## src/rtl/zalu_pkg.sv

```systemverilog
// Shared types and constants of the 16-bit virtual-machine ALU and compare unit.
`timescale 1ns / 1ps

package zalu_pkg;

  localparam int DATA_W               = 16;
  localparam int COUNT_W              = 3;
  localparam int MAX_COMPARE_OPERANDS = 4;
  localparam int JE_LIMIT             = (MAX_COMPARE_OPERANDS < 4) ? MAX_COMPARE_OPERANDS : 4;
  localparam int DIV_STEPS_PER_STAGE  = 2;
  localparam int DIV_STAGES           = DATA_W / DIV_STEPS_PER_STAGE;
  localparam int PIPE_LATENCY         = DIV_STAGES + 2;

  typedef enum logic [3:0] {
    FN_ADD    = 4'd0,
    FN_SUB    = 4'd1,
    FN_MUL    = 4'd2,
    FN_DIV    = 4'd3,
    FN_REM    = 4'd4,
    FN_SHIFT  = 4'd5,
    FN_ASHIFT = 4'd6,
    FN_OR     = 4'd7,
    FN_AND    = 4'd8,
    FN_NOT    = 4'd9,
    FN_TEST   = 4'd10,
    FN_JZ     = 4'd11,
    FN_JE     = 4'd12,
    FN_JL     = 4'd13,
    FN_JG     = 4'd14
  } func_t;

  typedef struct packed {
    func_t             func;
    logic [DATA_W-1:0] value;
    logic              value_valid;
    logic              cond;
    logic              branch_valid;
    logic              dz;
    logic              q_neg;
    logic              r_neg;
  } side_t;

endpackage

```

## src/rtl/zalu_div.sv

```systemverilog
// Pipelined restoring divider for unsigned 16-bit words, carrying side data along.
`timescale 1ns / 1ps

module zalu_div (
  input  logic                         clk,
  input  logic                         rst,
  input  logic                         in_valid,
  input  zalu_pkg::side_t              in_side,
  input  logic [zalu_pkg::DATA_W-1:0]  in_dividend,
  input  logic [zalu_pkg::DATA_W-1:0]  in_divisor,
  output logic                         out_valid,
  output zalu_pkg::side_t              out_side,
  output logic [zalu_pkg::DATA_W-1:0]  out_quotient,
  output logic [zalu_pkg::DATA_W-1:0]  out_remainder
);

  localparam int W  = zalu_pkg::DATA_W;
  localparam int NS = zalu_pkg::DIV_STAGES;

  logic            valid  [NS];
  zalu_pkg::side_t side   [NS];
  logic [W-1:0]    rem    [NS];
  logic [W-1:0]    quo    [NS];
  logic [W-1:0]    dvs    [NS];

  function automatic logic [2*W-1:0] div_step(input logic [W-1:0] r, input logic [W-1:0] q,
                                               input logic [W-1:0] d);
    logic [W:0] t;
    logic [W:0] diff;
    t    = {r, q[W-1]};
    diff = t - {1'b0, d};
    if (t >= {1'b0, d}) begin
      return {diff[W-1:0], q[W-2:0], 1'b1};
    end
    return {t[W-1:0], q[W-2:0], 1'b0};
  endfunction

  for (genvar g = 0; g < NS; g++) begin : g_stage
    logic            v_in;
    zalu_pkg::side_t s_in;
    logic [W-1:0]    r_in;
    logic [W-1:0]    q_in;
    logic [W-1:0]    d_in;
    logic [2*W-1:0]  acc;

    if (g == 0) begin : g_first
      assign v_in = in_valid;
      assign s_in = in_side;
      assign r_in = '0;
      assign q_in = in_dividend;
      assign d_in = in_divisor;
    end else begin : g_next
      assign v_in = valid[g-1];
      assign s_in = side[g-1];
      assign r_in = rem[g-1];
      assign q_in = quo[g-1];
      assign d_in = dvs[g-1];
    end

    always_comb begin
      acc = {r_in, q_in};
      for (int k = 0; k < zalu_pkg::DIV_STEPS_PER_STAGE; k++) begin
        acc = div_step(acc[2*W-1:W], acc[W-1:0], d_in);
      end
    end

    always_ff @(posedge clk) begin
      if (rst) begin
        valid[g] <= 1'b0;
      end else begin
        valid[g] <= v_in;
      end
      side[g] <= s_in;
      rem[g]  <= acc[2*W-1:W];
      quo[g]  <= acc[W-1:0];
      dvs[g]  <= d_in;
    end
  end

  assign out_valid     = valid[NS-1];
  assign out_side      = side[NS-1];
  assign out_quotient  = quo[NS-1];
  assign out_remainder = rem[NS-1];

endmodule

```

## src/rtl/zmachine_alu_compare_unit_core.sv

```systemverilog
// Top level of the 16-bit virtual-machine ALU and compare unit.
`timescale 1ns / 1ps

// Usage:
//   Command channel: drive func, the four operand words and operand_count, and raise
//   start; the word is taken at a rising edge where start is high and busy is low.
//   Result channel: done is high for exactly one cycle with result_value,
//   value_valid, branch_condition, branch_valid and divide_by_zero; the word is
//   taken at the edge that ends that cycle.
//   Path: every instruction takes the same path; the operand stage loads at the
//   accepting edge, then eight divider stages of two restoring steps each and the
//   result register follow, and done is driven from the result register.
//   Results leave in the order the commands came in.
//   Throughput: one instruction per cycle; busy stays low after reset.
//   Reset: rst is synchronous; it empties the pipeline and holds busy high
//   through the reset cycle. No state survives between instructions.
//   The receiver cannot stall: results must be taken in the cycle done is high.
//   Unused func code fifteen yields all-zero result fields.

module zmachine_alu_compare_unit_core (
  input  logic                           clk,
  input  logic                           rst,
  input  logic                           start,
  output logic                           busy,
  input  logic [3:0]                     func,
  input  logic [zalu_pkg::DATA_W-1:0]    first_operand,
  input  logic [zalu_pkg::DATA_W-1:0]    second_operand,
  input  logic [zalu_pkg::DATA_W-1:0]    third_operand,
  input  logic [zalu_pkg::DATA_W-1:0]    fourth_operand,
  input  logic [zalu_pkg::COUNT_W-1:0]   operand_count,
  output logic                           done,
  output logic [zalu_pkg::DATA_W-1:0]    result_value,
  output logic                           value_valid,
  output logic                           branch_condition,
  output logic                           branch_valid,
  output logic                           divide_by_zero
);

  localparam int W = zalu_pkg::DATA_W;

  logic                       accept;
  zalu_pkg::func_t            fn;
  zalu_pkg::side_t            side_next;
  logic [W-1:0]               a;
  logic [W-1:0]               b;
  logic [W-1:0]               a_abs;
  logic [W-1:0]               b_abs;
  logic [W-1:0]               shl;
  logic [W-1:0]               shr_l;
  logic [W-1:0]               shr_a;
  logic [W-1:0]               neg_b;
  logic                       shift_left;
  logic                       left_big;
  logic                       right_big;
  logic [W-1:0]               lsh_val;
  logic [W-1:0]               ash_val;
  logic [zalu_pkg::COUNT_W-1:0] cnt_lim;

  logic                       s1_valid;
  zalu_pkg::side_t            s1_side;
  logic [W-1:0]               s1_dividend;
  logic [W-1:0]               s1_divisor;

  logic                       dv_valid;
  zalu_pkg::side_t            dv_side;
  logic [W-1:0]               dv_quo;
  logic [W-1:0]               dv_rem;
  logic [W-1:0]               q_signed;
  logic [W-1:0]               r_signed;
  logic [W-1:0]               value_next;

  assign accept = start && !busy;
  assign fn     = zalu_pkg::func_t'(func);
  assign a      = first_operand;
  assign b      = second_operand;
  assign a_abs  = a[W-1] ? (~a + 16'd1) : a;
  assign b_abs  = b[W-1] ? (~b + 16'd1) : b;

  assign neg_b      = ~b + 16'd1;
  assign shift_left = !b[W-1] && (b != '0);
  assign left_big   = b[W-1:4] != '0;
  assign right_big  = neg_b[W-1:4] != '0;
  assign shl        = a << b[3:0];
  assign shr_l      = a >> neg_b[3:0];
  assign shr_a      = W'($signed(a) >>> neg_b[3:0]);
  assign lsh_val    = shift_left ? (left_big ? '0 : shl) : (right_big ? '0 : shr_l);
  assign ash_val    = shift_left ? (left_big ? '0 : shl)
                                 : (right_big ? {W{a[W-1]}} : shr_a);

  assign cnt_lim = (operand_count > zalu_pkg::COUNT_W'(zalu_pkg::JE_LIMIT))
                 ? zalu_pkg::COUNT_W'(zalu_pkg::JE_LIMIT) : operand_count;

  always_comb begin
    side_next              = '0;
    side_next.func         = fn;
    side_next.q_neg        = a[W-1] ^ b[W-1];
    side_next.r_neg        = a[W-1];
    unique case (fn)
      zalu_pkg::FN_ADD: begin
        side_next.value       = a + b;
        side_next.value_valid = 1'b1;
      end
      zalu_pkg::FN_SUB: begin
        side_next.value       = a - b;
        side_next.value_valid = 1'b1;
      end
      zalu_pkg::FN_MUL: begin
        side_next.value       = W'(a * b);
        side_next.value_valid = 1'b1;
      end
      zalu_pkg::FN_DIV, zalu_pkg::FN_REM: begin
        side_next.value_valid = 1'b1;
        side_next.dz          = b == '0;
      end
      zalu_pkg::FN_SHIFT: begin
        side_next.value       = lsh_val;
        side_next.value_valid = 1'b1;
      end
      zalu_pkg::FN_ASHIFT: begin
        side_next.value       = ash_val;
        side_next.value_valid = 1'b1;
      end
      zalu_pkg::FN_OR: begin
        side_next.value       = a | b;
        side_next.value_valid = 1'b1;
      end
      zalu_pkg::FN_AND: begin
        side_next.value       = a & b;
        side_next.value_valid = 1'b1;
      end
      zalu_pkg::FN_NOT: begin
        side_next.value       = ~a;
        side_next.value_valid = 1'b1;
      end
      zalu_pkg::FN_TEST: begin
        side_next.cond         = (a & b) == b;
        side_next.branch_valid = 1'b1;
      end
      zalu_pkg::FN_JZ: begin
        side_next.cond         = a == '0;
        side_next.branch_valid = 1'b1;
      end
      zalu_pkg::FN_JE: begin
        side_next.cond = ((cnt_lim > 3'd1) && (second_operand == a))
                      || ((cnt_lim > 3'd2) && (third_operand == a))
                      || ((cnt_lim > 3'd3) && (fourth_operand == a));
        side_next.branch_valid = 1'b1;
      end
      zalu_pkg::FN_JL: begin
        side_next.cond         = $signed(a) < $signed(b);
        side_next.branch_valid = 1'b1;
      end
      zalu_pkg::FN_JG: begin
        side_next.cond         = $signed(a) > $signed(b);
        side_next.branch_valid = 1'b1;
      end
      default: begin
        side_next.value_valid = 1'b0;
      end
    endcase
  end

  always_ff @(posedge clk) begin
    if (rst) begin
      busy     <= 1'b1;
      s1_valid <= 1'b0;
    end else begin
      busy     <= 1'b0;
      s1_valid <= accept;
    end
    s1_side     <= side_next;
    s1_dividend <= a_abs;
    s1_divisor  <= b_abs;
  end

  zalu_div u_div (
    .clk           (clk),
    .rst           (rst),
    .in_valid      (s1_valid),
    .in_side       (s1_side),
    .in_dividend   (s1_dividend),
    .in_divisor    (s1_divisor),
    .out_valid     (dv_valid),
    .out_side      (dv_side),
    .out_quotient  (dv_quo),
    .out_remainder (dv_rem)
  );

  assign q_signed = dv_side.q_neg ? (~dv_quo + 16'd1) : dv_quo;
  assign r_signed = dv_side.r_neg ? (~dv_rem + 16'd1) : dv_rem;

  always_comb begin
    priority if (dv_side.dz) begin
      value_next = '0;
    end else if (dv_side.func == zalu_pkg::FN_DIV) begin
      value_next = q_signed;
    end else if (dv_side.func == zalu_pkg::FN_REM) begin
      value_next = r_signed;
    end else begin
      value_next = dv_side.value;
    end
  end

  always_ff @(posedge clk) begin
    if (rst) begin
      done <= 1'b0;
    end else begin
      done <= dv_valid;
    end
    result_value     <= value_next;
    value_valid      <= dv_side.value_valid;
    branch_condition <= dv_side.cond;
    branch_valid     <= dv_side.branch_valid;
    divide_by_zero   <= dv_side.dz;
  end

`ifndef NO_ASSERTIONS
  a_latency: assert property (@(posedge clk) disable iff (rst)
    (start && !busy) |-> ##(zalu_pkg::PIPE_LATENCY) done)
    else $error("accepted word did not produce a result on time");

  a_no_phantom: assert property (@(posedge clk) disable iff (rst)
    done |-> $past(start && !busy, zalu_pkg::PIPE_LATENCY))
    else $error("result without a matching command");

  a_kind_exclusive: assert property (@(posedge clk) disable iff (rst)
    done |-> !(value_valid && branch_valid))
    else $error("result carries both a value and a branch condition");

  a_dz_zero: assert property (@(posedge clk) disable iff (rst)
    (done && divide_by_zero) |-> (value_valid && result_value == '0 && !branch_valid))
    else $error("divide by zero result malformed");

  a_cond_kind: assert property (@(posedge clk) disable iff (rst)
    (done && branch_condition) |-> branch_valid)
    else $error("branch condition without branch kind");
`endif

endmodule
```

## config.mk

```make
export PLATFORM = sky130hd
export DESIGN_NAME = zmachine_alu_compare_unit_core
export DESIGN_NICKNAME = d
export VERILOG_FILES = /design/src/rtl/zalu_pkg.sv /design/src/rtl/zalu_div.sv /design/src/rtl/zmachine_alu_compare_unit_core.sv
export SDC_FILE = /design/constraint.sdc
export NUM_CORES = 2
export LEC_CHECK = 0
export CORE_MARGIN = 8
export CORE_UTILIZATION = 30
export CTS_CLUSTER_DIAMETER = 50
export DETAILED_ROUTE_END_ITERATION = 8
export DONT_BUFFER_PORTS = 1
export GPL_TIMING_DRIVEN = 0
export PLACE_DENSITY = 0.52
export SYNTH_ARGS = -nofsm -noshare
export SYNTH_HDL_FRONTEND = slang
export SYNTH_SLANG_ARGS = --single-unit
```

## constraint.sdc

```tcl
create_clock -name clk -period 6.5 [get_ports clk]
set_input_delay 1.3 -clock clk [delete_from_list [all_inputs] [get_ports clk]]
set_output_delay 1.3 -clock clk [all_outputs]
set_load 0.01 [all_outputs]
```

## Yosys cells after proc, flatten, opt, wreduce, memory -nomap -nowiden

Memories as Yosys holds them, arrays and structs flattened. A register that Yosys moved wholly into a read port is not among the register bits.
Cells that the tools add are included.

| word-level totals | value |
|---|---|
| memory bits (read-only) | 0 |
| word-level logic and storage cells | 198 |
| bits in registers | 80 |
| RAM bits | 600 |
| latch bits | 0 |
| memories kept | 5 |

| cells by class | value |
|---|---|
| divide/modulo/power cells | 0 |
| reduce and logical (&&, ||, !) cells | 17 |
| order comparisons | 22 |
| equality and inequality tests | 20 |
| $add $sub $neg | 22 |
| bitwise logic cells | 15 |
| multipliers | 1 |
| shifts and indexed selects | 3 |
| mux-type cells | 74 |

Memory list:

| memory | words | bits a word | read ports | clocked after Yosys merged registers in | write ports | RTL line | text |
|---|---|---|---|---|---|---|---|
| u_div.side | 8 | 26 | 8 | 0 | 8 | zalu_div.sv:21 | `zalu_pkg::side_t side [NS];` |
| u_div.dvs | 8 | 16 | 7 | 0 | 8 | zalu_div.sv:24 | `logic [W-1:0] dvs [NS];` |
| u_div.quo | 8 | 16 | 8 | 0 | 8 | zalu_div.sv:23 | `logic [W-1:0] quo [NS];` |
| u_div.rem | 8 | 16 | 8 | 0 | 8 | zalu_div.sv:22 | `logic [W-1:0] rem [NS];` |
| u_div.valid | 8 | 1 | 8 | 1 | 8 | zalu_div.sv:20 | `logic valid [NS];` |

Operators with widths:

| kind | count |
|---|---|
| 2-to-1 mux 32 bit | 32 |
| subtractor 16 bit | 16 |
| >= comparator 17 x 16 -> 1 bit | 15 |
| 2-to-1 mux 16 bit | 9 |
| case mux 16 bit (8 select lines) | 1 |
| adder 16 x 1 -> 16 bit (second input constant) | 4 |
| equality test 16 bit | 4 |
| inverter 16 bit | 4 |
| zero test 16 bit | 2 |
| 2-to-1 mux 15 bit | 2 |
| equality test 4 bit (second input constant) | 7 |
| 2-to-1 mux 1 bit | 28 |
| nonzero test 12 bit | 2 |
| equality test 4 x 3 -> 1 bit (second input constant) | 5 |
| adder 16 bit | 1 |
| AND 16 bit | 1 |
| >= comparator 1 x 16 -> 1 bit | 1 |
| > comparator 16 bit | 1 |
| less-than comparator 16 bit | 1 |
| multiplier 16 x 16 -> 16 bit | 1 |
| bitwise OR 16 bit | 1 |
| nonzero test 16 bit | 1 |
| left shift 16 x 4 -> 16 bit | 1 |
| right shift 16 x 4 -> 16 bit | 1 |
| 17 further kinds | 33 |

## Depth between registers and ports, before layout

| logic depth | value |
|---|---|
| word-level depth | 7 |
| depth in mapped cells | 25 |

## Hierarchy

A second synthesis with hierarchy kept.

| unflattened totals | value |
|---|---|
| cell total of the unflattened synthesis | 4142 |
| area total of the unflattened synthesis | 38390.6 um^2 |

By module, submodules not included:

| module | area an instance (um^2) | times used | cells an instance | sequential area each (um^2) |
|---|---|---|---|---|
| zalu_div | 26202.6 | 1 | 2566 | 11691.2 |
| zmachine_alu_compare_unit_core | 12187.9 | 1 | 1576 | 1621.6 |

## Least setup slack after synthesis

Ideal clock, no wire load.

| timing path | value |
|---|---|
| path kind | input port to flip-flop |
| start point | in second_operand[2] in the netlist's numbering |
| end point | reg s1_side[20] in the netlist's numbering |
| required time | 6.366 ns |
| stages on the path | 23 |
| path slack | -0.338 ns |
| setup time | 0.134 ns |
| arrival | 6.704 ns |
| path through | buf_6 -> clkbuf_1 -> clkbuf_1 -> nand2_1 -> fa_1 -> fa_1 -> inv_1 -> fa_1 -> inv_1 -> fa_1 -> inv_1 -> fa_1 -> inv_1 -> fa_1 -> inv_1 -> ha_1 -> and3_1 -> a21oi_1 -> o21ai_0 -> o41ai_1 -> mux2i_1 -> a2111oi_0 -> o21ai_1 |

RTL lines:

| element | RTL line | text |
|---|---|---|
| from (decl) | zmachine_alu_compare_unit_core.sv:27 | `input logic [zalu_pkg::DATA_W-1:0] second_operand,` |
| to (signal assigned) | zmachine_alu_compare_unit_core.sv:171 | `s1_side <= side_next;` |
| to (decl) | zmachine_alu_compare_unit_core.sv:60 | `zalu_pkg::side_t s1_side;` |

==> results.toml <==
[routing]
antenna_left = 0
num_vias = 29800
post_drt_via_cell_ratio = 5.09
dr.pass1.iters = 5
drtIter0Drc = 2118
drt_wl_total_mm = 113
drc_errors = 0
wl_per_cell_um = 19.3

[power]
swShare = 0.396
p_per_area_nw_per_um2 = 492
p_int_mw = 12.9
ir_worst_vdd_uv = 280
p_leak_nw = 18.6
combinationalPowerShare = 0.535
finalPower_mw = 21.3
seqPwrFrac = 0.252
p_clk_frac = 0.212
p_switching_mw = 8.44

[logic_synthesis]
synth_cell_types = 98
yosys_warnings = 0
syn_area_per_cell_um2 = 9.38
yosys.area.top_type = "dfxtp_1"
async_flop_share = 0
ys_ff_latch = 665
synth_most_common_cell = "dfxtp_1"
postSynthCellCount = 4053
synth_flop_cell = "dfxtp_1"
synth_area_leaders = "dfxtp_1 35%, ha_1 12%, mux2_2 5.2%"
synth-edff-count = 0
ys_seq_area_frac = 0.350
synth_area_um2 = 38000
synth_common_cells = "665 x dfxtp_1, 367 x inv_1, 359 x ha_1"
synth_top_area_frac = 0.350
synth_fp_nets = 4583

[finish]
final-instance-count-excl-fill = 5857
final_nets = 4671
drive_gt1_frac = 0.114
final_area_um2 = 43300
post-route-util = 0.344
areaGrowthSynthToFinish_pct = 14.0

[clock_network]
clock_sinks = 665
clk-insertion-delay-late_ns = 0.63
cts_max_path_buffers = 3
cts-root-buf = "clkbuf_16"
numCtsBuffers = 78
clk_pin_slew_ns = 0.06
htreeDepth = 3
cts_tree = "yes"
cts_hold_buf = 0

[sta]
drv_slew = 0
rsz0062_at_grt = "false"
worstMarginPinSlew_ns = 1.44
finalHoldViolations = 0
final-setup-viol-count = 0
fmax_ghz = 0.155
hold_ws_ns = 0.302
fin_crit_sh = 0.992
slew_headroom = 0.0298
fin_crit_ns = 6.45
finalClockSkew_ns = 0.0332

[setup_path]
max_stage_delay_ns = 0.57
cp.required_ns = 6.98
crit_type = "in2reg"
startpoint_type = "input port"
rrSetupSlack_ns = 0.47
slowest_stage = "fa_1"
cp-end-kind = "flop"
cp_common_cell = "fa_1"
rr_worst_depth = 22
path_cells = "clkbuf_2, clkinvlp_4, clkbuf_4, nor2_1, fa_1, fa_1, ha_1, fa_1, fa_1, inv_1, fa_1, inv_1, ha_1, or3_1, o21ai_0, a21oi_1, xnor2_1, o2111ai_1"
r2r_end = "u_div.rem[1][24]$_DFF_P_"
cp_max_fo = 12
regToRegStartpoint = "u_div.dvs[2][1]$_DFF_P_"
cp_data_arrival_time_ns = 6.93

[floorplan]
row_count = 130
die_area_um2 = 138000
die_x_um = 372
die_h_um = 372
core_area_um2 = 126000
start_util = 0.302
ios = 96

[flow_run]
drv_cap = 0

[grt]
grt_usage = 0.158
antenna_found_initial = 1
grt_pass1_wl_mm = 172
overflow = 0
grt_max_degree = 18
grt_pass1_vias = 29000

[run_status]
status = "completed"

[placed_design]
dpl_cell_area_um2 = 40100
place_congestion = 0.985
io_buffers = 0
place_inst = 5703
hpwl_mm = 90.1

[min_path]
worstHoldStart = "u_div.quo[0][8]$_DFF_P_"
holdPathStages = 0
min_to = "u_div.quo[0][26]$_DFF_P_"
hp-class = "reg2reg"
-- cell usage in the layout, fill, tap and decap left out, drive strengths merged, types with 43 or more instances in the layout --
| cell type | netlist | layout |
|---|---|---|
| xor2 | 81 | 81 |
| buf | 47 | 60 |
| nor3 | 68 | 68 |
| mux2 | 194 | 194 |
| o21ai | 162 | 162 |
| nor2b | 56 | 56 |
| ha | 359 | 359 |
| xnor2 | 213 | 213 |
| nand3 | 60 | 60 |
| dfxtp | 665 | 665 |
| inv | 372 | 387 |
| a21o | 67 | 67 |
| nand2 | 255 | 255 |
| a21oi | 239 | 239 |
| o21a | 50 | 50 |
| nand4 | 53 | 53 |
| fa | 97 | 97 |
| nor2 | 294 | 294 |
| clkbuf | 80 | 165 |
| mux2i | 43 | 43 |
-- power by group through the flow --
| stage | Combinational, mW | Clock [mW] | Sequential (mW) |
|---|---|---|---|
| final | 11.4 | 4.52 | 5.38 |
| after global routing | 12.6 | 4.86 | 5.46 |
| after CTS | 11.2 | 4.68 | 5.40 |
| after detailed placement | 11.1 | 0 | 5.48 |
| after floorplan | 8.67 | 0 | 5.26 |
| after global placement | 11.0 | 0 | 5.48 |
-- through the flow --
| step | worst slack (ns) | TNS, ns |
|---|---|---|
| 2_1_floorplan | -0.0285 | -0.0285 |
| 3_3_place_gp | -1.92 | -16.92 |
| 3_5_place_dp | -1.97 | -16.29 |
| 4_1_cts | 0.00722 | 0 |
| 5_1_grt | 0.00899 | 0 |
| 6_report | 0.0539 | 0 |
-- logic make-up after synthesis --
family	after synthesis	share of synthesized area
XOR/XNOR	294	0.0678
AO/OA/AOI/OAI	897	0.159
multiplexers	249	0.0759
flip-flops	665	0.350
adder cells (fa/ha/maj)	456	0.169
AND/OR/NAND/NOR	986	0.127
buffers and inverters	506	0.0516
-- timing repair --
item | 4_1_cts | 5_1_grt
pin swaps | 1 | 7
setup endpoints to repair | 38 | 79
buffers inserted | 1 | 13
gates resized for setup | 49 | 60
endpoints found under the hold margin | 0 | 0
-- worst max path at each step --
stage	slack (ns)	to	cells past startpoint	start
after floorplan	-0.03	s1_side[20]$_DFF_P_	24	second_operand[5]
after global placement	-1.92	s1_side[20]$_DFF_P_	21	first_operand[4]
after detailed placement	-1.97	s1_side[20]$_DFF_P_	21	first_operand[4]
after CTS	0.007	s1_side[19]$_DFF_P_	25	first_operand[3]
after global routing	0.009	u_div.rem[1][27]$_DFF_P_	22	u_div.dvs[2][1]$_DFF_P_
final	0.05	s1_side[21]$_DFF_P_	18	first_operand[0]
-- layout make-up --
cell class | instances | area (µm²)
fillers | 13000 | 82400
plain buffers | 121 | 677
clock inverters | 53 | 742
repair buffers | 14 | 118
flip-flops and latches | 665 | 13300
clock buffers | 91 | 2060
well taps | 1650 | 2060
diodes | 2 | 5.00
multi-input cells | 2882 | 22900
inverters | 379 | 1470
-- layer usage --
layer / share of wire / track usage / up-vias / wire [µm]
li1: - / - / 14500 / -
met1: 0.46 / 0.217 / 14100 / 51800
met2: 0.43 / 0.248 / 992 / 49000
met3: 0.069 / 0.0284 / 215 / 7830
met4: 0.038 / 0.0583 / 0 / 4270
met5: 0 / 0 / - / 0
-- worst max-delay path, delay by kind of cell --
kind,cells,cell delay [ns]
xor gates and xnor gates,1,0.44
AOI/OAI and AO/OA,3,0.39
buffers and inverters,5,1.08
and+or+nand+nor,2,0.42
adders and majority gates,7,3.28
-- sequential cells by signal, indices dropped and copies added (netlist names) --
name and cells:
s1_dividend 16, busy 1, u_div.valid 8, u_div.side 208
branch_condition 1, branch_valid 1, done 1, s1_divisor 16
divide_by_zero 1, u_div.quo 128, value_valid 1, result_value 16
u_div.dvs 112, s1_valid 1, u_div.rem 128, s1_side 26
Power figures use the tool's default switching activity.
